[src/hw/rtl/tcce_pkg.sv]
// Package for the text console cursor engine.
// Holds widths, control codes, queue entry and geometry types shared by all files.
// No dependencies.
package tcce_pkg;

    localparam int CH_W       = 8;
    localparam int COLOR_W    = 32;
    localparam int POS_W      = 8;
    localparam int CFG_IDX_W  = 2;
    localparam int CFG_DATA_W = 8;

    // Tab stops must stay a power of two, as the stop is found by masking.
    localparam int TAB_STOP = 8;

    localparam logic [CH_W-1:0] CH_BS  = 8'h08;
    localparam logic [CH_W-1:0] CH_TAB = 8'h09;
    localparam logic [CH_W-1:0] CH_LF  = 8'h0a;
    localparam logic [CH_W-1:0] CH_VT  = 8'h0b;
    localparam logic [CH_W-1:0] CH_FF  = 8'h0c;
    localparam logic [CH_W-1:0] CH_CR  = 8'h0d;

    localparam logic [CH_W-1:0]    GLYPH_SPACE  = 8'h20;
    localparam logic [CH_W-1:0]    GLYPH_NL     = 8'h0a;
    localparam logic [CH_W-1:0]    GLYPH_CURSOR = 8'h00;
    localparam logic [COLOR_W-1:0] CURSOR_FG    = 32'h0088_8888;
    localparam logic [POS_W-1:0]   POS_MAX      = 8'hff;

    localparam logic CMD_DRAW   = 1'b0;
    localparam logic CMD_SCROLL = 1'b1;

    localparam logic [CFG_IDX_W-1:0] CFG_ENABLE = 2'd0;
    localparam logic [CFG_IDX_W-1:0] CFG_BGR    = 2'd1;
    localparam logic [CFG_IDX_W-1:0] CFG_COLS   = 2'd2;
    localparam logic [CFG_IDX_W-1:0] CFG_ROWS   = 2'd3;

    localparam logic [POS_W-1:0] COLS_RESET = 8'd80;
    localparam logic [POS_W-1:0] ROWS_RESET = 8'd25;

    typedef enum logic [2:0] {
        OP_PRINT,
        OP_BS,
        OP_TAB,
        OP_LF,
        OP_VT,
        OP_FF,
        OP_CR
    } op_t;

    typedef enum logic [2:0] {
        ST_HEAD,
        ST_SCROLL_A,
        ST_CHAR,
        ST_END,
        ST_CURSOR
    } step_t;

    typedef struct packed {
        op_t                op;
        logic [CH_W-1:0]    ch;
        logic [COLOR_W-1:0] fg;
        logic [COLOR_W-1:0] bg;
        logic [COLOR_W-1:0] dim_fg;
        logic [COLOR_W-1:0] dim_bg;
        logic               last;
    } tcce_entry_t;

    typedef struct packed {
        logic [POS_W-1:0] cols;
        logic [POS_W-1:0] rows;
    } tcce_geom_t;

endpackage

[src/hw/rtl/tcce_in_if.sv]
// Character channel of the text console cursor engine.
// Depends on tcce_pkg.
interface tcce_in_if import tcce_pkg::*; ();

    logic               valid;
    logic               ready;
    logic [CH_W-1:0]    ch;
    logic [COLOR_W-1:0] fg_color;
    logic [COLOR_W-1:0] bg_color;
    logic               last_in_string;

    modport source (output valid, ch, fg_color, bg_color, last_in_string, input ready);
    modport sink (input valid, ch, fg_color, bg_color, last_in_string, output ready);

endinterface

[src/hw/rtl/tcce_out_if.sv]
// Command channel of the text console cursor engine.
// Depends on tcce_pkg.
interface tcce_out_if import tcce_pkg::*; ();

    logic               valid;
    logic               ready;
    logic               cmd_kind;
    logic [CH_W-1:0]    glyph;
    logic [POS_W-1:0]   cell_col;
    logic [POS_W-1:0]   cell_row;
    logic [COLOR_W-1:0] draw_fg;
    logic [COLOR_W-1:0] draw_bg;
    logic               last_result;

    modport source (output valid, cmd_kind, glyph, cell_col, cell_row, draw_fg, draw_bg,
                    last_result, input ready);
    modport sink (input valid, cmd_kind, glyph, cell_col, cell_row, draw_fg, draw_bg,
                  last_result, output ready);

endinterface

[src/hw/rtl/tcce_front.sv]
// Front end: accepts character beats, classifies the code and prepares colours.
// Depends on tcce_pkg and tcce_in_if; feeds tcce_queue.
module tcce_front import tcce_pkg::*;
(
    tcce_in_if.sink      chars,
    input  logic         enabled,
    input  logic         bgr,
    input  logic         full,
    output logic         push,
    output tcce_entry_t  entry
);

    logic [COLOR_W-1:0] fg_ord;
    op_t                op_code;

    assign chars.ready = !full;
    assign push        = chars.valid && !full && enabled;

    assign fg_ord = bgr ? {8'h00, chars.fg_color[7:0], chars.fg_color[15:8],
                           chars.fg_color[23:16]}
                        : chars.fg_color;

    always_comb
    begin
        case (chars.ch)
            CH_BS:   op_code = OP_BS;
            CH_TAB:  op_code = OP_TAB;
            CH_LF:   op_code = OP_LF;
            CH_VT:   op_code = OP_VT;
            CH_FF:   op_code = OP_FF;
            CH_CR:   op_code = OP_CR;
            default: op_code = OP_PRINT;
        endcase
    end

    assign entry.op     = op_code;
    assign entry.ch     = chars.ch;
    assign entry.fg     = fg_ord;
    assign entry.bg     = chars.bg_color;
    // Three quarters of the colour, taken from the quarter so that low bits drop.
    assign entry.dim_fg = {2'b00, fg_ord[31:2]} + {1'b0, fg_ord[31:2], 1'b0};
    assign entry.dim_bg = {2'b00, chars.bg_color[31:2]} + {1'b0, chars.bg_color[31:2], 1'b0};
    assign entry.last   = chars.last_in_string;

endmodule

[src/hw/rtl/tcce_queue.sv]
// Short first-word-fall-through queue between the front end and the sequencer.
// Depends on tcce_pkg.
module tcce_queue import tcce_pkg::*;
#(
    parameter int DEPTH = 4
)
(
    input  logic        clk,
    input  logic        rst_n,
    input  logic        push,
    input  tcce_entry_t push_data,
    input  logic        pop,
    output logic        full,
    output logic        empty,
    output tcce_entry_t head
);

    localparam int PTR_W = (DEPTH > 1) ? $clog2(DEPTH) : 1;
    localparam int CNT_W = $clog2(DEPTH + 1);

    tcce_entry_t      slot_reg [DEPTH];
    logic [PTR_W-1:0] wr_ptr_reg, wr_ptr_next;
    logic [PTR_W-1:0] rd_ptr_reg, rd_ptr_next;
    logic [CNT_W-1:0] count_reg, count_next;
    logic             do_push, do_pop;

    assign full    = count_reg == CNT_W'(DEPTH);
    assign empty   = count_reg == '0;
    assign do_push = push && !full;
    assign do_pop  = pop && !empty;
    assign head    = slot_reg[rd_ptr_reg];

    always_comb
    begin
        wr_ptr_next = wr_ptr_reg;
        rd_ptr_next = rd_ptr_reg;
        count_next  = count_reg;
        if (do_push)
        begin
            wr_ptr_next = (wr_ptr_reg == PTR_W'(DEPTH - 1)) ? '0 : wr_ptr_reg + 1'b1;
        end
        if (do_pop)
        begin
            rd_ptr_next = (rd_ptr_reg == PTR_W'(DEPTH - 1)) ? '0 : rd_ptr_reg + 1'b1;
        end
        if (do_push && !do_pop)
        begin
            count_next = count_reg + 1'b1;
        end
        else if (do_pop && !do_push)
        begin
            count_next = count_reg - 1'b1;
        end
    end

    always_ff @(posedge clk or negedge rst_n)
    begin
        if (!rst_n)
        begin
            wr_ptr_reg <= '0;
            rd_ptr_reg <= '0;
            count_reg  <= '0;
        end
        else
        begin
            wr_ptr_reg <= wr_ptr_next;
            rd_ptr_reg <= rd_ptr_next;
            count_reg  <= count_next;
        end
    end

    always_ff @(posedge clk)
    begin
        if (do_push)
        begin
            slot_reg[wr_ptr_reg] <= push_data;
        end
    end

endmodule

[src/hw/rtl/tcce_back.sv]
// Back end: steps through the commands of each queued character, one per cycle while the
// receiver does not stall, keeps the cursor and drives the registered command channel. Depends on tcce_pkg.
module tcce_back import tcce_pkg::*;
(
    input  logic        clk,
    input  logic        rst_n,
    input  tcce_geom_t  geom,
    input  logic        empty,
    input  tcce_entry_t head,
    output logic        pop,
    tcce_out_if.source  cmds
);

    step_t              step_reg, step_next;
    logic [POS_W-1:0]   col_reg, col_next;
    logic [POS_W-1:0]   row_reg, row_next;
    logic               out_valid_reg;
    logic               kind_reg, kind_next;
    logic [CH_W-1:0]    glyph_reg, glyph_next;
    logic [POS_W-1:0]   cell_col_reg, cell_col_next;
    logic [POS_W-1:0]   cell_row_reg, cell_row_next;
    logic [COLOR_W-1:0] fg_reg, fg_next;
    logic [COLOR_W-1:0] bg_reg, bg_next;
    logic               last_reg;

    logic               advance, fire, item_done;
    logic [POS_W-1:0]   rows_eff;
    logic [POS_W:0]     row_inc;
    logic               adv_scroll;
    logic [POS_W-1:0]   adv_row;
    logic [POS_W-1:0]   col_inc;
    logic [POS_W:0]     tab_sum;
    logic [POS_W:0]     tab_stop;
    logic [POS_W-1:0]   tab_col;
    logic               wrap_hit;
    logic               row_full;
    step_t              tail;

    assign advance = !out_valid_reg || cmds.ready;
    assign fire    = advance && !empty;
    assign pop     = fire && item_done;

    assign rows_eff   = (geom.rows == '0) ? POS_W'(1) : geom.rows;
    assign row_inc    = {1'b0, row_reg} + 1'b1;
    assign adv_scroll = row_inc >= {1'b0, rows_eff};
    assign adv_row    = adv_scroll ? rows_eff - 1'b1 : row_inc[POS_W-1:0];
    assign col_inc    = (col_reg == POS_MAX) ? col_reg : col_reg + 1'b1;
    assign tab_sum    = {1'b0, col_reg} + (POS_W+1)'(TAB_STOP);
    assign tab_stop   = tab_sum & ~((POS_W+1)'(TAB_STOP - 1));
    assign tab_col    = tab_stop[POS_W] ? POS_MAX : tab_stop[POS_W-1:0];
    assign wrap_hit   = !head.last && (({1'b0, col_reg} + 1'b1) == {1'b0, geom.cols});
    assign row_full   = col_reg == geom.cols;
    assign tail       = head.last ? ST_END : ST_HEAD;

    always_comb
    begin
        step_next = ST_HEAD;
        case (step_reg)
            ST_HEAD:
            begin
                case (head.op)
                    OP_LF, OP_VT: step_next = adv_scroll ? ST_SCROLL_A : tail;
                    OP_PRINT:
                    begin
                        if (wrap_hit)
                        begin
                            step_next = adv_scroll ? ST_SCROLL_A : ST_CHAR;
                        end
                        else
                        begin
                            step_next = tail;
                        end
                    end
                    default: step_next = tail;
                endcase
            end
            ST_SCROLL_A: step_next = (head.op == OP_PRINT) ? ST_CHAR : tail;
            ST_CHAR:     step_next = tail;
            ST_END:      step_next = (row_full && adv_scroll) ? ST_CURSOR : ST_HEAD;
            ST_CURSOR:   step_next = ST_HEAD;
            default:     step_next = ST_HEAD;
        endcase
    end

    assign item_done = step_next == ST_HEAD;

    always_comb
    begin
        kind_next     = CMD_DRAW;
        glyph_next    = GLYPH_CURSOR;
        fg_next       = '0;
        bg_next       = '0;
        cell_col_next = col_reg;
        cell_row_next = row_reg;
        col_next      = col_reg;
        row_next      = row_reg;
        case (step_reg)
            ST_HEAD:
            begin
                glyph_next = GLYPH_SPACE;
                case (head.op)
                    OP_FF:
                    begin
                        kind_next     = CMD_SCROLL;
                        glyph_next    = '0;
                        cell_col_next = '0;
                        cell_row_next = '0;
                    end
                    OP_LF:
                    begin
                        col_next = '0;
                        row_next = adv_row;
                    end
                    OP_VT:  row_next = adv_row;
                    OP_TAB: col_next = tab_col;
                    OP_CR:  col_next = '0;
                    OP_BS:  col_next = (col_reg == '0) ? col_reg : col_reg - 1'b1;
                    OP_PRINT:
                    begin
                        if (wrap_hit)
                        begin
                            glyph_next = GLYPH_NL;
                            fg_next    = head.dim_fg;
                            bg_next    = head.dim_bg;
                            col_next   = '0;
                            row_next   = adv_row;
                        end
                        else
                        begin
                            glyph_next = head.ch;
                            fg_next    = head.fg;
                            bg_next    = head.bg;
                            col_next   = col_inc;
                        end
                    end
                    default: glyph_next = GLYPH_SPACE;
                endcase
            end
            ST_SCROLL_A:
            begin
                kind_next     = CMD_SCROLL;
                cell_col_next = '0;
                cell_row_next = '0;
            end
            ST_CHAR:
            begin
                glyph_next = head.ch;
                fg_next    = head.fg;
                bg_next    = head.bg;
                col_next   = col_inc;
            end
            ST_END:
            begin
                fg_next = CURSOR_FG;
                if (row_full)
                begin
                    col_next = '0;
                    row_next = adv_row;
                    if (adv_scroll)
                    begin
                        kind_next     = CMD_SCROLL;
                        fg_next       = '0;
                        cell_col_next = '0;
                        cell_row_next = '0;
                    end
                    else
                    begin
                        cell_col_next = '0;
                        cell_row_next = adv_row;
                    end
                end
            end
            ST_CURSOR: fg_next = CURSOR_FG;
            default:   fg_next = '0;
        endcase
    end

    always_ff @(posedge clk or negedge rst_n)
    begin
        if (!rst_n)
        begin
            step_reg      <= ST_HEAD;
            col_reg       <= '0;
            row_reg       <= '0;
            out_valid_reg <= 1'b0;
        end
        else
        begin
            if (advance)
            begin
                out_valid_reg <= !empty;
            end
            if (fire)
            begin
                step_reg <= step_next;
                col_reg  <= col_next;
                row_reg  <= row_next;
            end
        end
    end

    always_ff @(posedge clk)
    begin
        if (fire)
        begin
            kind_reg     <= kind_next;
            glyph_reg    <= glyph_next;
            cell_col_reg <= cell_col_next;
            cell_row_reg <= cell_row_next;
            fg_reg       <= fg_next;
            bg_reg       <= bg_next;
            last_reg     <= item_done;
        end
    end

    assign cmds.valid       = out_valid_reg;
    assign cmds.cmd_kind    = kind_reg;
    assign cmds.glyph       = glyph_reg;
    assign cmds.cell_col    = cell_col_reg;
    assign cmds.cell_row    = cell_row_reg;
    assign cmds.draw_fg     = fg_reg;
    assign cmds.draw_bg     = bg_reg;
    assign cmds.last_result = last_reg;

`ifndef SYNTH
    a_busy_has_item: assert property (@(posedge clk) disable iff (!rst_n)
        step_reg != ST_HEAD |-> !empty)
        else $error("Sequencer is inside an item while the queue is empty.");

    a_char_is_print: assert property (@(posedge clk) disable iff (!rst_n)
        step_reg == ST_CHAR |-> head.op == OP_PRINT)
        else $error("Deferred glyph step reached for a control code.");

    a_cursor_on_last: assert property (@(posedge clk) disable iff (!rst_n)
        (step_reg == ST_END || step_reg == ST_CURSOR) |-> head.last)
        else $error("String end handling for a character that does not end its string.");

    a_scroll_blank: assert property (@(posedge clk) disable iff (!rst_n)
        (out_valid_reg && kind_reg == CMD_SCROLL) |->
        (glyph_reg == '0 && cell_col_reg == '0 && cell_row_reg == '0 &&
         fg_reg == '0 && bg_reg == '0))
        else $error("Scroll command carries a non-zero cell payload.");
`endif

endmodule

[src/hw/rtl/text_console_cursor_engine.sv]
// Text console cursor engine: turns a stream of characters into draw and scroll commands.
// Channel chars carries one character per beat with its colours and a last-of-string flag;
// channel cmds carries one draw or scroll command per beat, last_result marking the final
// command of a character. Both use valid/ready, a beat moving when both are high.
// Registers are written through cfg_we, cfg_index and cfg_data; the user must write them
// only while the block is idle, as the block does not enforce it. Index 0 enables the console,
// 1 selects BGR order, 2 sets the columns, 3 the rows. With the console disabled, characters
// are taken and dropped. A character enters a queue of QUEUE_DEPTH entries in the cycle it is
// accepted, and its commands are offered from the output register. Each character gives one to
// four commands, and the sequencer issues one command per cycle while the receiver does not
// stall; a plain glyph in mid-string gives a single command.
// The front end keeps taking characters while the queue has room, also while the receiver
// stalls; a stalled command holds in the output register and the sequencer waits.
// Reset puts the cursor at column 0, row 0, empties the queue, disables the console and
// restores an 80 by 25 screen in RGB order.
// Depends on tcce_pkg, tcce_in_if, tcce_out_if, tcce_front, tcce_queue and tcce_back.
module text_console_cursor_engine import tcce_pkg::*;
#(
    parameter int QUEUE_DEPTH = 4
)
(
    input  logic                  clk,
    input  logic                  rst_n,
    tcce_in_if.sink               chars,
    tcce_out_if.source            cmds,
    input  logic                  cfg_we,
    input  logic [CFG_IDX_W-1:0]  cfg_index,
    input  logic [CFG_DATA_W-1:0] cfg_data
);

    logic             enabled_reg;
    logic             bgr_reg;
    logic [POS_W-1:0] cols_reg;
    logic [POS_W-1:0] rows_reg;
    tcce_geom_t       geom;
    tcce_entry_t      push_entry, head_entry;
    logic             push, pop, full, empty;

    always_ff @(posedge clk or negedge rst_n)
    begin
        if (!rst_n)
        begin
            enabled_reg <= 1'b0;
            bgr_reg     <= 1'b0;
            cols_reg    <= COLS_RESET;
            rows_reg    <= ROWS_RESET;
        end
        else if (cfg_we)
        begin
            case (cfg_index)
                CFG_ENABLE: enabled_reg <= cfg_data[0];
                CFG_BGR:    bgr_reg     <= cfg_data[0];
                CFG_COLS:   cols_reg    <= cfg_data[POS_W-1:0];
                CFG_ROWS:   rows_reg    <= cfg_data[POS_W-1:0];
                default:    enabled_reg <= enabled_reg;
            endcase
        end
    end

    assign geom.cols = cols_reg;
    assign geom.rows = rows_reg;

    tcce_front u_front (
        .chars   (chars),
        .enabled (enabled_reg),
        .bgr     (bgr_reg),
        .full    (full),
        .push    (push),
        .entry   (push_entry)
    );

    tcce_queue #(
        .DEPTH (QUEUE_DEPTH)
    ) u_queue (
        .clk       (clk),
        .rst_n     (rst_n),
        .push      (push),
        .push_data (push_entry),
        .pop       (pop),
        .full      (full),
        .empty     (empty),
        .head      (head_entry)
    );

    tcce_back u_back (
        .clk   (clk),
        .rst_n (rst_n),
        .geom  (geom),
        .empty (empty),
        .head  (head_entry),
        .pop   (pop),
        .cmds  (cmds)
    );

endmodule
[src/flat_wrapper.sv]
// flat-port wrapper written by rule: the top's interface ports become plain ports
module text_console_cursor_engine_flat import tcce_pkg::*;
#(
    parameter int QUEUE_DEPTH = 4
)
  (clk, rst_n, cfg_we, cfg_index, cfg_data, chars_valid, chars_ch, chars_fg_color, chars_bg_color, chars_last_in_string, chars_ready, cmds_valid, cmds_cmd_kind, cmds_glyph, cmds_cell_col, cmds_cell_row, cmds_draw_fg, cmds_draw_bg, cmds_last_result, cmds_ready);
  tcce_in_if chars_i ();
  tcce_out_if cmds_i ();
  input  logic clk;
  input  logic rst_n;
  input  logic cfg_we;
  input  logic [CFG_IDX_W-1:0] cfg_index;
  input  logic [CFG_DATA_W-1:0] cfg_data;
  input wire logic [$bits(chars_i.valid)-1:0] chars_valid;
  input wire logic [$bits(chars_i.ch)-1:0] chars_ch;
  input wire logic [$bits(chars_i.fg_color)-1:0] chars_fg_color;
  input wire logic [$bits(chars_i.bg_color)-1:0] chars_bg_color;
  input wire logic [$bits(chars_i.last_in_string)-1:0] chars_last_in_string;
  output wire logic [$bits(chars_i.ready)-1:0] chars_ready;
  output wire logic [$bits(cmds_i.valid)-1:0] cmds_valid;
  output wire logic [$bits(cmds_i.cmd_kind)-1:0] cmds_cmd_kind;
  output wire logic [$bits(cmds_i.glyph)-1:0] cmds_glyph;
  output wire logic [$bits(cmds_i.cell_col)-1:0] cmds_cell_col;
  output wire logic [$bits(cmds_i.cell_row)-1:0] cmds_cell_row;
  output wire logic [$bits(cmds_i.draw_fg)-1:0] cmds_draw_fg;
  output wire logic [$bits(cmds_i.draw_bg)-1:0] cmds_draw_bg;
  output wire logic [$bits(cmds_i.last_result)-1:0] cmds_last_result;
  input wire logic [$bits(cmds_i.ready)-1:0] cmds_ready;
  assign chars_i.valid = chars_valid;
  assign chars_i.ch = chars_ch;
  assign chars_i.fg_color = chars_fg_color;
  assign chars_i.bg_color = chars_bg_color;
  assign chars_i.last_in_string = chars_last_in_string;
  assign chars_ready = chars_i.ready;
  assign cmds_valid = cmds_i.valid;
  assign cmds_cmd_kind = cmds_i.cmd_kind;
  assign cmds_glyph = cmds_i.glyph;
  assign cmds_cell_col = cmds_i.cell_col;
  assign cmds_cell_row = cmds_i.cell_row;
  assign cmds_draw_fg = cmds_i.draw_fg;
  assign cmds_draw_bg = cmds_i.draw_bg;
  assign cmds_last_result = cmds_i.last_result;
  assign cmds_i.ready = cmds_ready;
  text_console_cursor_engine #(.QUEUE_DEPTH(QUEUE_DEPTH)) u_core (.clk(clk), .rst_n(rst_n), .chars(chars_i), .cmds(cmds_i), .cfg_we(cfg_we), .cfg_index(cfg_index), .cfg_data(cfg_data));
endmodule
[config.mk]
export PLATFORM = sky130hd
export DESIGN_NAME = text_console_cursor_engine_flat
export DESIGN_NICKNAME = d
export VERILOG_FILES = /design/src/hw/rtl/tcce_pkg.sv /design/src/hw/rtl/tcce_in_if.sv /design/src/hw/rtl/tcce_out_if.sv /design/src/hw/rtl/tcce_front.sv /design/src/hw/rtl/tcce_queue.sv /design/src/hw/rtl/tcce_back.sv /design/src/hw/rtl/text_console_cursor_engine.sv /design/src/flat_wrapper.sv
export SDC_FILE = /design/constraint.sdc
export NUM_CORES = 1
export LEC_CHECK = 0
export BUFFER_PORTS_ARGS = -buffer_cell sky130_fd_sc_hd__buf_2
export CORE_ASPECT_RATIO = 0.8
export CORE_MARGIN = 3
export CORE_UTILIZATION = 55
export CTS_CLUSTER_DIAMETER = 200
export DETAILED_ROUTE_END_ITERATION = 6
export HOLD_SLACK_MARGIN = 0.06
export PLACE_DENSITY = 0.85
export SYNTH_ARGS = -nofsm -noshare
export SYNTH_HDL_FRONTEND = slang
export SYNTH_SLANG_ARGS = --single-unit
[constraint.sdc]
create_clock -name clk -period 4.95 [get_ports clk]
set_clock_uncertainty 0.15 [all_clocks]
set_input_delay 0.495 -clock clk [delete_from_list [all_inputs] [get_ports clk]]
set_output_delay 0.495 -clock clk [all_outputs]
set_load 0.01 [all_outputs]
# Word level (Yosys, flattened, before mapping)

Memories as Yosys holds them, arrays and structs flattened.
Index checks and enable logic that the tools add are counted.
W data, S select, Z words.

Register bits after elaboration: 135
Bits in writable memories: 560
Logic and storage cells: 147
Memories kept: 1

Memory list:

| name                    | words | bits a word | read ports | clocked after Yosys merged registers in | write ports | line             | source |
|---|---|---|---|---|---|---|---|
| u_core.u_queue.slot_reg | 4     | 140         | 1          | 0                                       | 1           | tcce_queue.sv:21 | `tcce_entry_t slot_reg [DEPTH];` |

$add $sub $neg: 12
Order comparisons: 1
Equality and inequality tests: 30
Multiplexer cells: 50
Reduce and logical (&&, ||, !) cells: 35

Operators by type and width:

| operator              | number |
|---|---|
| $mux W32              | 5 |
| $pmux W32 S4          | 1 |
| $mux W8               | 14 |
| $pmux W8 S3           | 3 |
| $add A30 B31 Y32      | 2 |
| $pmux W32 S2          | 1 |
| $pmux W8 S2           | 4 |
| $eq A8 B4 Y1 const B  | 6 |
| $mux W24              | 2 |
| $pmux W8 S4           | 1 |
| $add A8 B1 Y9 const B | 2 |
| $pmux W3 S6           | 1 |
| $logic_not A8 Y1      | 2 |
| $sub A8 B1 Y8 const B | 2 |
| $eq A3 B3 Y1 const B  | 5 |
| $mux W2               | 7 |
| $eq A3 B2 Y1 const B  | 4 |
| $logic_not A3 Y1      | 4 |
| $pmux W3 S4           | 1 |
| $logic_and A1 B1 Y1   | 10 |
| $add A8 B4 Y9 const B | 1 |
| $eq A9 B8 Y1          | 1 |
| $ge A9 B8 Y1          | 1 |
| $mux W3               | 3 |
| 24 further kinds      | 45 |

# Longest topological paths before layout

Gate-level depths: netlist of run 1.

Depth in word-level cells: 13
Mapped depth: 22
Depth with buffers taken out: 20

# Modules after synthesis

From an unflattened synthesis of run 1, not the netlist that was laid out.

Cell total of the unflattened synthesis: 1889
Area total of the unflattened synthesis: 31224.9 sq um

Modules (own cells, without submodules):

| module                     | times used | cells an instance | area an instance (sq um) | seq. area each (sq um) |
|---|---|---|---|---|
| tcce_queue                 | 1          | 769               | 20623.5                  | 16991.3 |
| tcce_back                  | 1          | 561               | 6124.6                   | 3203.1 |
| tcce_front                 | 1          | 519               | 3764.9                   | 0.0 |
| text_console_cursor_engine | 1          | 40                | 711.9                    | 456.7 |

# Worst setup path after synthesis of run 1

Ideal clock, no wire load.

Path kind: register to register
Start: register u_core.u_queue.count_reg[0]
End: memory u_core.u_queue.slot_reg[0][0] in the netlist's numbering (enable)
Library setup time: 0.514 ns
Arrival: 4.156 ns
Required time: 4.286 ns
Setup slack: 0.131 ns
Cell stages (with the launch flop): 6
Cell sequence: dfrtp_1 nor2_1 nand2_1 and3_1 clkbuf_1 and2_1

Word-level cells in the longest chain between the ends: 7

Ends and longest elaborated chain:

| element                           | line               | source |
|---|---|---|
| start: declaration                | tcce_queue.sv:24   | `logic [CNT_W-1:0] count_reg, count_next;` |
| start signal: assignment          | tcce_queue.sv:68   | `count_reg <= count_next;` |
| $eq A3 B3 Y1 *                    | tcce_queue.sv:27   | `assign full = count_reg == CNT_W'(DEPTH);` |
| $logic_not A1 Y1 *                | -                  |  |
| net chars_ready                   | flat_wrapper.sv:19 | `output wire logic [$bits(chars_i.ready)-1:0] chars_ready;` |
| $logic_and A1 B1 Y1 (2 in series) | tcce_front.sv:17   | `assign push = chars.valid && !full && enabled;` |
| $logic_and A1 B1 Y1 *             | tcce_queue.sv:29   | `assign do_push = push && !full;` |
| net u_core.u_queue.do_push        | tcce_queue.sv:25   | `logic do_push, do_pop;` |
| $mux W1 *                         | tcce_queue.sv:74   | `if (do_push)` |
| $mux W1 (not written as such) *   | tcce_queue.sv:76   | `slot_reg[wr_ptr_reg] <= push_data;` |
| end: declaration                  | tcce_queue.sv:21   |  |

Mark *: on every way through the listed nets, which the timed path passes. The rest lies on a longest branch.

==> results of run 1 <==
[path summary, 6_finish.rpt]
check,to,cells past startpoint
setup / recovery,u_core.u_queue.slot_reg[2][58]$_DFFE_PP_,14
hold / removal,u_core.u_queue.slot_reg[2][97]$_DFFE_PP_,2
setup reg to reg,u_core.u_queue.slot_reg[2][58]$_DFFE_PP_,14
hold reg to reg,u_core.u_back.cmds.valid$_DFFE_PN0N_,2
max in group asynchronous,u_core.u_queue.rd_ptr_reg[0]$_DFFE_PN0P_,3
min in group asynchronous,u_core.rows_reg[6]$_DFFE_PN0P_,3
[cell families after synthesis]
logic type               Yosys count
AO/OA/AOI/OAI                    334
AND/OR/NAND/NOR                  352
adder cells (fa/ha/maj)           87
XOR/XNOR                          86
multiplexers                     214
buffers and inverters            128
flip-flops                       687
[metal layers]
metal / wire [µm] / up-vias / share of wire / global-route usage
met1: 29000 / 9250 / 0.41 / 0.335
li1: - / 7934 / - / -
met4: 2120 / 2 / 0.030 / 0.0879
met3: 5480 / 162 / 0.077 / 0.0449
met5: 13 / - / 0.00018 / 0
met2: 34200 / 902 / 0.48 / 0.395
[layout by cell type (no fill, tap or decap), types with 8 or more instances in the layout]
master and n:
edfxtp_1 642, buf_2 179, mux4_2 138, nand2_1 101
nor2_1 96, o21ai_0 84, ha_1 84, a21oi_1 78
clkbuf_16 70, xnor2_1 59, dlygate4sd3_1 58, inv_1 50
mux2i_1 38, dfrtp_1 38, mux2_2 36, a22o_1 29
nand3_1 27, a21o_1 27, xor2_1 27, nor2b_1 25
buf_4 23, o21ai_1 21, nor3_1 20, nand2b_1 17
o21a_1 14, clkbuf_1 13, and2_1 12, a211oi_1 11
and3_1 10, o21bai_1 9, clkinv_1 9, or2_2 8
o22ai_1 8, bufinv_16 8
[cell usage after synthesis (22+ instances only)]
master | count | area, µm²
dfrtp_1 | 40 | 1000
ha_1 | 84 | 1050
o21ai_0 | 84 | 420
nand2_1 | 102 | 383
nand3_1 | 27 | 135
inv_1 | 51 | 191
mux4_2 | 138 | 3110
mux2i_1 | 38 | 380
edfxtp_1 | 642 | 19300
a21oi_1 | 78 | 390
a22o_1 | 29 | 254
o21ai_1 | 22 | 110
xnor2_1 | 59 | 517
nor2_1 | 98 | 368
a21o_1 | 27 | 203
clkbuf_1 | 59 | 221
mux2_2 | 36 | 405
xor2_1 | 27 | 236
nor2b_1 | 25 | 156
[worst reg2reg max path: stages (launching register included)]
cell and delay, ns:
dfrtp_1 0.59, mux2i_1 0.44, inv_1 0.19, ha_1 0.26
inv_1 0.08, fa_1 0.21, nor2b_1 0.07, o31a_1 0.28
o311a_1 0.42, a211oi_1 0.51, o211ai_1 0.27, a31oi_1 0.33
o21bai_1 0.10, a21oi_1 0.18, xnor2_1 0.22
[area by class of cell]
class	instances	area (µm²)	area share
flip-flops and latches	687	20400	0.580
inverters	52	198	0.00562
clock buffers	88	1870	0.0531
clock inverters	34	447	0.0127
well taps	741	927	0.0263
repair buffers	264	1730	0.0491
multi-input cells	1073	9610	0.273
diodes	1	2.50	0.0000711
[power by group]
group	switching, mW	leakage [nW]	internal (mW)
Clock	2.22	1.12	3.12
Combinational	3.73	4.90	2.63
Sequential	0.582	6.46	7.82
[stage by stage]
stage | instance area, µm² | hold WS, ns | setup WS (ns) | std cells | util
floorplan | 30500 | 0.0494 | 0.131 | 1888 | -
global placement | 32300 | 0.319 | 0.635 | 2759 | 0.595
detailed placement | 32300 | 0.343 | 0.482 | 2759 | 0.595
CTS | 35200 | 0.0625 | 0.457 | 2939 | 0.648
global route | 35200 | 0.0859 | 0.0810 | 2939 | 0.648
finish | 35200 | 0.0927 | 0.423 | 2940 | 0.648
[timing repair]
action                                  in CTS  in global routing
endpoints found under the hold margin      251                  0
hold buffers                                58                  0
endpoints found under the setup margin       0                  0
==> results.py, run 1 <==
metrics = {
    "setup_path": {
        "ff2ff_setup_slack_ns": 0.42,
        "cp.buffers_inverters": 2,
        "path_class": "flop to flop",
        "crit_top_cell": "inv_1",
        "setup.worst_path.start": "u_core.bgr_reg$_DFFE_PN0P_",
        "crit_fanout": 9,
        "max_stage_delay_ns": 0.59,
        "crit_family": "compound AO/OA/AOI/OAI gates",
        "crit_chain": "mux2i_1 -> inv_1 -> ha_1 -> inv_1 -> fa_1 -> nor2b_1 -> o31a_1 -> o311a_1 -> a211oi_1 -> o211ai_1 -> a31oi_1 -> o21bai_1 -> a21oi_1 -> xnor2_1",
        "arrival_ns": 4.76,
        "rr_startpoint": "u_core.bgr_reg$_DFFE_PN0P_",
        "start_kind": "flop",
        "setup.worst_path.end_class": "flop",
        "cp.required_ns": 5.19,
        "slowest_stage": "dfrtp_1",
    },
    "final_layout": {
        "largest_reg_flops": 552,
        "drive_gt1_frac": 0.232,
        "area_growth_pct": 15.5,
        "fill_cells": 3617,
        "nNetsFinal": 2322,
    },
    "drt": {
        "drtIter0Drc": 1997,
        "routed_wl_um": 70800,
        "vias": 18250,
        "vias_per_cell": 6.21,
        "route.detailed.drc": 0,
        "dr.pass1.iters": 6,
        "ant_nets": 0,
        "avgRoutedWirePerCell_um": 24.1,
    },
    "job": {
        "drv_cap": 0,
    },
    "place": {
        "io_buffers": 179,
        "place.gp.congestion": 0.907,
        "hpwl_um": 42100,
    },
    "cts": {
        "cts_tree": "done",
        "clk_pin_slew_ns": 0.06,
        "clock-sinks": 687,
        "cts_buffers": 69,
        "cts-resized-gates": 0,
        "cts_root_buffer": "clkbuf_16",
        "insertion_delay_ns": 0.62,
        "cts_htree_levels": 3,
        "cts_buffer_depth": 3,
        "cts_setup_buffers": 0,
    },
    "pwr": {
        "totalPowerFinal_mw": 20.1,
        "power.density_nw_per_um2": 571,
        "ir_drop_mv": 0.440,
        "p_leak_nw": 12.5,
    },
    "timing": {
        "drv_slew": 0,
        "hold_viol_final": 0,
        "tns_ns": 0,
        "worst_slew_margin_rel": 0.248,
        "rsz0062_at_grt": "false",
        "period_needed_ns": 4.53,
        "tightest_slew_ns": 1.12,
        "finalCritPeriodShare": 0.915,
        "finalSetupViolCount": 0,
        "max_freq_ghz": 0.221,
    },
    "die": {
        "start_util": 0.561,
        "die-area_um2": 58300,
        "die_y_um": 217,
        "fp.dieW_um": 269,
        "num_io_pins": 180,
        "core_um2": 54300,
        "rows": 76,
    },
    "logic_synthesis": {
        "async_reset_ff_frac": 0.0655,
        "syn-cell-area_um2": 30500,
        "synth-xor-area-share": 0.0247,
        "muxShareOfSynthArea": 0.128,
        "synth_seq_area_share": 0.670,
        "synth.distinct_cells": 70,
        "ys.flop_type": "edfxtp_1",
        "ys_seq_elements": 687,
        "synth_fa_ha_area_frac": 0.0364,
        "syn-num-nets": 2063,
        "avgSynthCellArea_um2": 16.1,
        "synth_edf_count": 642,
        "yosys_warnings": 0,
        "netlist_instances": 1888,
        "synth_top_family_by_area": "multiplexers",
        "synth_compound_area_frac": 0.0692,
        "synth-simple-area-share": 0.0552,
    },
    "global_route": {
        "grt_usage": 0.244,
        "overflow": 0,
        "antenna_found_initial": 2,
        "grt_max_degree": 72,
        "grt_pass1_vias": 19026,
        "grt_pass1_wl_um": 109000,
    },
    "run_status": {
        "status": "completed",
    },
    "hold_path": {
        "hp-start": "chars_fg_color[16]",
        "hp-class": "input port to flop",
    },
}
Note: power is estimated with default switching activity, not from simulation.
==> run 2: changes to the inputs <==
--- a/config.mk
+++ b/config.mk
@@ -6,13 +6,13 @@
 export NUM_CORES = 1
 export LEC_CHECK = 0
 export BUFFER_PORTS_ARGS = -buffer_cell sky130_fd_sc_hd__buf_2
-export CORE_ASPECT_RATIO = 0.8
 export CORE_MARGIN = 3
 export CORE_UTILIZATION = 55
 export CTS_CLUSTER_DIAMETER = 200
 export DETAILED_ROUTE_END_ITERATION = 6
 export HOLD_SLACK_MARGIN = 0.06
 export PLACE_DENSITY = 0.85
+export SKIP_CTS_REPAIR_TIMING = 1
 export SYNTH_ARGS = -nofsm -noshare
 export SYNTH_HDL_FRONTEND = slang
 export SYNTH_SLANG_ARGS = --single-unit
==> results.py, run 2 (synthesis gave the netlist of run 1 again) <==
metrics = {
    "run_status": {
        "status": "completed",
    },
    "timing": {
        "whs_ns": 0.0566,
        "setup_ws_ns": 0.396,
        "drv_slew": 0,
        "rsz0062_at_grt": "false",
        "finalCritPeriodShare": 0.920,
        "hold_viol_final": 0,
        "worst_slew_margin_rel": 0.198,
        "tightest_slew_ns": 1.20,
        "max_freq_ghz": 0.220,
        "period_needed_ns": 4.55,
        "tns_ns": 0,
        "finalSetupViolCount": 0,
    },
    "cts": {
        "insertion_delay_ns": 0.61,
        "clock-sinks": 687,
        "cts_buffers": 70,
        "cts_htree_levels": 3,
        "cts_root_buffer": "clkbuf_16",
        "clk_pin_slew_ns": 0.06,
        "cts_tree": "done",
        "cts_buffer_depth": 3,
    },
    "drt": {
        "dr.pass1.iters": 5,
        "route.detailed.drc": 0,
        "ant_nets": 0,
        "routed_wl_um": 69800,
        "vias": 18109,
        "drtIter0Drc": 1899,
        "avgRoutedWirePerCell_um": 23.7,
        "vias_per_cell": 6.16,
    },
    "setup_path": {
        "crit_fanout": 14,
        "crit_chain": "or4_1 -> or3_1 -> nor2_1 -> or2_1 -> ha_1 -> nand2b_1 -> a21o_1 -> a21oi_1 -> o31ai_2 -> buf_4 -> and2_1 -> nor2b_1 -> nor2_1 -> nand3_1 -> ha_1 -> inv_1 -> fa_1 -> mux2_2",
        "arrival_ns": 4.89,
        "max_stage_delay_ns": 0.54,
        "path_class": "flop to flop",
        "start_kind": "flop",
        "setup.worst_path.end_class": "flop",
        "cp.required_ns": 5.29,
        "slowest_stage": "or4_1",
    },
    "final_layout": {
        "nNetsFinal": 2323,
        "area_growth_pct": 14.9,
        "drive_gt1_frac": 0.231,
        "largest_reg_flops": 552,
        "fill_cells": 3562,
        "final_common_cell": "edfxtp_1",
        "final_cell_mix": "edfxtp_1, buf_2, mux4_2",
        "final_core_util": 0.644,
    },
    "pwr": {
        "p_int_mw": 13.3,
        "comb_power_share": 0.324,
        "power.density_nw_per_um2": 563,
        "p_leak_nw": 12.4,
        "switching_share": 0.326,
        "pwr-share-seq": 0.425,
        "clockPowerShare": 0.251,
        "totalPowerFinal_mw": 19.7,
        "ir_drop_mv": 0.315,
        "switchingPower_mw": 6.42,
    },
    "global_route": {
        "grt_pass1_wl_um": 105000,
        "grt_max_degree": 76,
        "grt_pass1_vias": 18412,
        "overflow": 0,
        "antenna_found_initial": 7,
        "grt_usage": 0.238,
    },
    "die": {
        "start_util": 0.561,
        "core_um2": 54300,
        "die-area_um2": 58300,
        "fp.dieW_um": 241,
        "rows": 85,
        "die_y_um": 241,
        "num_io_pins": 180,
    },
    "place": {
        "dp_slack_ns": 0.467,
        "hpwl_um": 42400,
        "place.gp.congestion": 0.930,
        "io_buffers": 179,
    },
    "job": {
        "drv_cap": 0,
    },
    "hold_path": {
        "hp-class": "input port to flop",
    },
}
run 2: critical path: cells and delay by family, from the launching register on:
| kind | cells | cell delay (ns) |
|---|---|---|
| compound gates | 3 | 0.51 |
| fa+ha+maj | 3 | 0.88 |
| buf+inv | 2 | 0.30 |
| flops | 1 | 0.42 |
| mux | 1 | 0.28 |
| simple gates | 9 | 1.88 |
run 2: area by class of cell:
| type | instances | area (µm²) | share of cell area |
|---|---|---|---|
| clock inverters | 38 | 267 | 0.00761 |
| clock buffers | 85 | 1870 | 0.0535 |
| multi-input cells | 1073 | 9610 | 0.274 |
| flip-flops and latches | 687 | 20400 | 0.583 |
| inverters | 52 | 198 | 0.00565 |
| repair buffers | 264 | 1720 | 0.0491 |
| diodes | 4 | 10.0 | 0.000286 |
| well taps | 739 | 925 | 0.0264 |
run 2: worst paths after layout:
kind                                                      start  cells past startpoint  slack (ns)                                       end
setup / recovery                 u_core.rows_reg[2]$_DFFE_PN0P_                     18        0.40   u_core.u_queue.count_reg[1]$_DFFE_PN0P_
hold / removal                                chars_bg_color[4]                      1        0.06  u_core.u_queue.slot_reg[0][69]$_DFFE_PP_
setup reg to reg                 u_core.rows_reg[2]$_DFFE_PN0P_                     18        0.40   u_core.u_queue.count_reg[1]$_DFFE_PN0P_
hold reg to reg            u_core.u_back.cmds.valid$_DFFE_PN0N_                      2        0.34      u_core.u_back.cmds.valid$_DFFE_PN0N_
max in group asynchronous                                 rst_n                      2        3.21  u_core.u_queue.rd_ptr_reg[0]$_DFFE_PN0P_
min in group asynchronous                                 rst_n                      2        0.55      u_core.u_back.row_reg[0]$_DFFE_PN0P_
run 2: layer usage:
| metal | track usage | vias up | part of all wire |
|---|---|---|---|
| met4 | 0.0952 | 2 | 0.027 |
| met2 | 0.388 | 872 | 0.50 |
| li1 | - | 7951 | - |
| met1 | 0.322 | 9147 | 0.40 |
| met3 | 0.0442 | 137 | 0.073 |
| met5 | 0 | - | 0.00019 |
run 2: power groups by stage:
stage | Sequential, mW | Combinational [mW] | Clock, mW
after floorplan | 8.46 | 4.27 | 0
after global placement | 8.40 | 6.15 | 0
after detailed placement | 8.46 | 6.28 | 0
after CTS | 8.35 | 6.34 | 5.02
after global routing | 8.45 | 6.97 | 5.26
final | 8.37 | 6.39 | 4.95
run 2: through the flow:
stage	area [µm²]	std cells
floorplan	30500	1888
global placement	32300	2761
detailed placement	32300	2761
CTS	34500	2884
global route	35000	2940
finish	35000	2942
==> run 3: changes to the inputs <==
--- a/config.mk
+++ b/config.mk
@@ -7,11 +7,12 @@
 export LEC_CHECK = 0
 export BUFFER_PORTS_ARGS = -buffer_cell sky130_fd_sc_hd__buf_2
 export CORE_MARGIN = 3
-export CORE_UTILIZATION = 55
+export CORE_UTILIZATION = 40
 export CTS_CLUSTER_DIAMETER = 200
 export DETAILED_ROUTE_END_ITERATION = 6
+export GPL_TIMING_DRIVEN = 1
 export HOLD_SLACK_MARGIN = 0.06
-export PLACE_DENSITY = 0.85
+export PLACE_DENSITY = 0.67
 export SKIP_CTS_REPAIR_TIMING = 1
 export SYNTH_ARGS = -nofsm -noshare
 export SYNTH_HDL_FRONTEND = slang
==> results.py, run 3 (synthesis gave the netlist of run 1 again) <==
metrics = {
    "timing": {
        "drv_slew": 0,
        "period_needed_ns": 4.37,
        "worst_slew_margin_rel": 0.262,
        "tns_ns": 0,
        "finalCritPeriodShare": 0.883,
        "hold_viol_final": 0,
        "rsz0062_at_grt": "false",
        "finalSetupViolCount": 0,
        "max_freq_ghz": 0.229,
        "tightest_slew_ns": 1.10,
    },
    "global_route": {
        "overflow": 0,
        "grt_usage": 0.175,
        "grt_pass1_vias": 17970,
        "grt_max_degree": 119,
        "grt_pass1_wl_um": 106000,
        "antenna_found_initial": 8,
    },
    "place": {
        "io_buffers": 179,
        "place.gp.congestion": 0.885,
        "hpwl_um": 43000,
    },
    "setup_path": {
        "arrival_ns": 4.76,
        "max_stage_delay_ns": 0.56,
        "crit_top_cell": "nor2_1",
        "slowest_stage": "or4_1",
        "path_class": "flop to flop",
        "setup.worst_path.end_class": "flop",
        "crit_fanout": 5,
        "start_kind": "flop",
        "cp.required_ns": 5.34,
        "crit_chain": "or4_1 -> or3_1 -> nor2_1 -> or2_1 -> ha_1 -> nand2b_1 -> a21o_1 -> a21oi_1 -> o31ai_2 -> and2_1 -> nor2b_1 -> nor2_1 -> nand3_1 -> ha_1 -> inv_1 -> fa_1 -> xor2_1 -> nor2_1 -> xor2_1",
    },
    "drt": {
        "drtIter0Drc": 1365,
        "vias": 17385,
        "ant_nets": 0,
        "avgRoutedWirePerCell_um": 22.0,
        "route.detailed.drc": 0,
        "routed_wl_um": 69900,
        "dr.pass1.iters": 5,
        "vias_per_cell": 5.47,
    },
    "cts": {
        "insertion_delay_ns": 0.62,
        "cts_root_buffer": "clkbuf_16",
        "cts_buffer_depth": 3,
        "cts_buffers": 72,
        "clock-sinks": 687,
        "cts_htree_levels": 3,
        "clk_pin_slew_ns": 0.06,
        "cts_tree": "done",
    },
    "run_status": {
        "status": "completed",
    },
    "final_layout": {
        "fill_cells": 6309,
        "final_common_cell": "edfxtp_1",
        "final_core_util": 0.474,
        "drive_gt1_frac": 0.231,
        "nNetsFinal": 2323,
        "final_cell_mix": "edfxtp_1, buf_2, mux4_2",
        "area_growth_pct": 16.6,
        "largest_reg_flops": 552,
    },
    "die": {
        "core_um2": 74900,
        "fp.dieW_um": 282,
        "rows": 100,
        "num_io_pins": 180,
        "die-area_um2": 79600,
        "die_y_um": 282,
        "start_util": 0.407,
    },
    "pwr": {
        "ir_drop_mv": 0.519,
        "power.density_nw_per_um2": 564,
        "p_leak_nw": 12.5,
    },
    "job": {
        "drv_cap": 0,
    },
    "hold_path": {
        "hp-class": "input port to async pin",
    },
}
run 3: cell count changes in the layout (fill, tap and decap cells not counted), sizes merged:
cell         previous run  this run
dlygate4sd3            54        57
buf                   210       205
clkinvlp                4         2
clkbuf                 85        95
inv                    54        56
diode                   4         3
bufinv                  2         7
clkinv                 30        24
run 3: power by group:
part           total, mW  switching, mW  internal (mW)
clock               5.37           2.26           3.11
sequential          8.35          0.531           7.82
combinational       6.32           3.68           2.63
total               20.0           6.48           13.6
run 3: stage by stage:
stage	std cells	setup slack, ns	power, mW	hold slack, ns	cell area, µm²
floorplan	1888	0.131	12.7	0.0494	30500
global placement	2986	0.598	14.7	0.165	32600
detailed placement	2986	0.601	14.8	0.163	32600
CTS	3118	0.567	20.3	-0.506	35000
global route	3176	0.233	21.1	0.0645	35500
finish	3178	0.582	20.0	0.0799	35500
run 3: area by class of cell:
| cell class | count | area (µm²) | area share |
|---|---|---|---|
| tap | 969 | 1210 | 0.0341 |
| clock inverter | 37 | 455 | 0.0128 |
| sequential | 687 | 20400 | 0.575 |
| inverter | 52 | 198 | 0.00556 |
| antenna | 3 | 7.51 | 0.000211 |
| timing repair buffer | 262 | 1740 | 0.0489 |
| multi-input combinational | 1073 | 9610 | 0.270 |
| clock buffer | 95 | 1900 | 0.0534 |
run 3: worst paths after layout:
path | from | to | slack, ns | depth (start not counted)
min in group clk | chars_fg_color[15] | u_core.u_queue.slot_reg[2][112]$_DFFE_PP_ | 0.08 | 1
max in group asynchronous | rst_n | u_core.u_queue.rd_ptr_reg[0]$_DFFE_PN0P_ | 3.64 | 3
setup reg to reg | u_core.rows_reg[2]$_DFFE_PN0P_ | u_core.u_queue.count_reg[2]$_DFFE_PN0P_ | 0.58 | 19
setup / recovery | u_core.rows_reg[2]$_DFFE_PN0P_ | u_core.u_queue.count_reg[2]$_DFFE_PN0P_ | 0.58 | 19
hold / removal | rst_n | u_core.enabled_reg$_DFFE_PN0P_ | 0.08 | 2
hold reg to reg | u_core.u_queue.count_reg[2]$_DFFE_PN0P_ | u_core.u_queue.count_reg[2]$_DFFE_PN0P_ | 0.35 | 1
run 3: metal layers:
layer | track usage | vias up | share of wire
met1 | 0.228 | 8861 | 0.43
met2 | 0.293 | 451 | 0.49
met4 | 0.0589 | 6 | 0.023
met5 | 0 | - | 0.00056
li1 | - | 7960 | -
met3 | 0.0388 | 107 | 0.059
run 3: critical path, delay by kind of cell, from the launching register on:
| family | cells | cell delay [ns] |
|---|---|---|
| adder cells (fa/ha/maj) | 3 | 0.77 |
| XOR/XNOR | 2 | 0.30 |
| AND/OR/NAND/NOR | 10 | 1.97 |
| AO/OA/AOI/OAI | 3 | 0.61 |
| flip-flops | 1 | 0.42 |
| buffers and inverters | 1 | 0.06 |
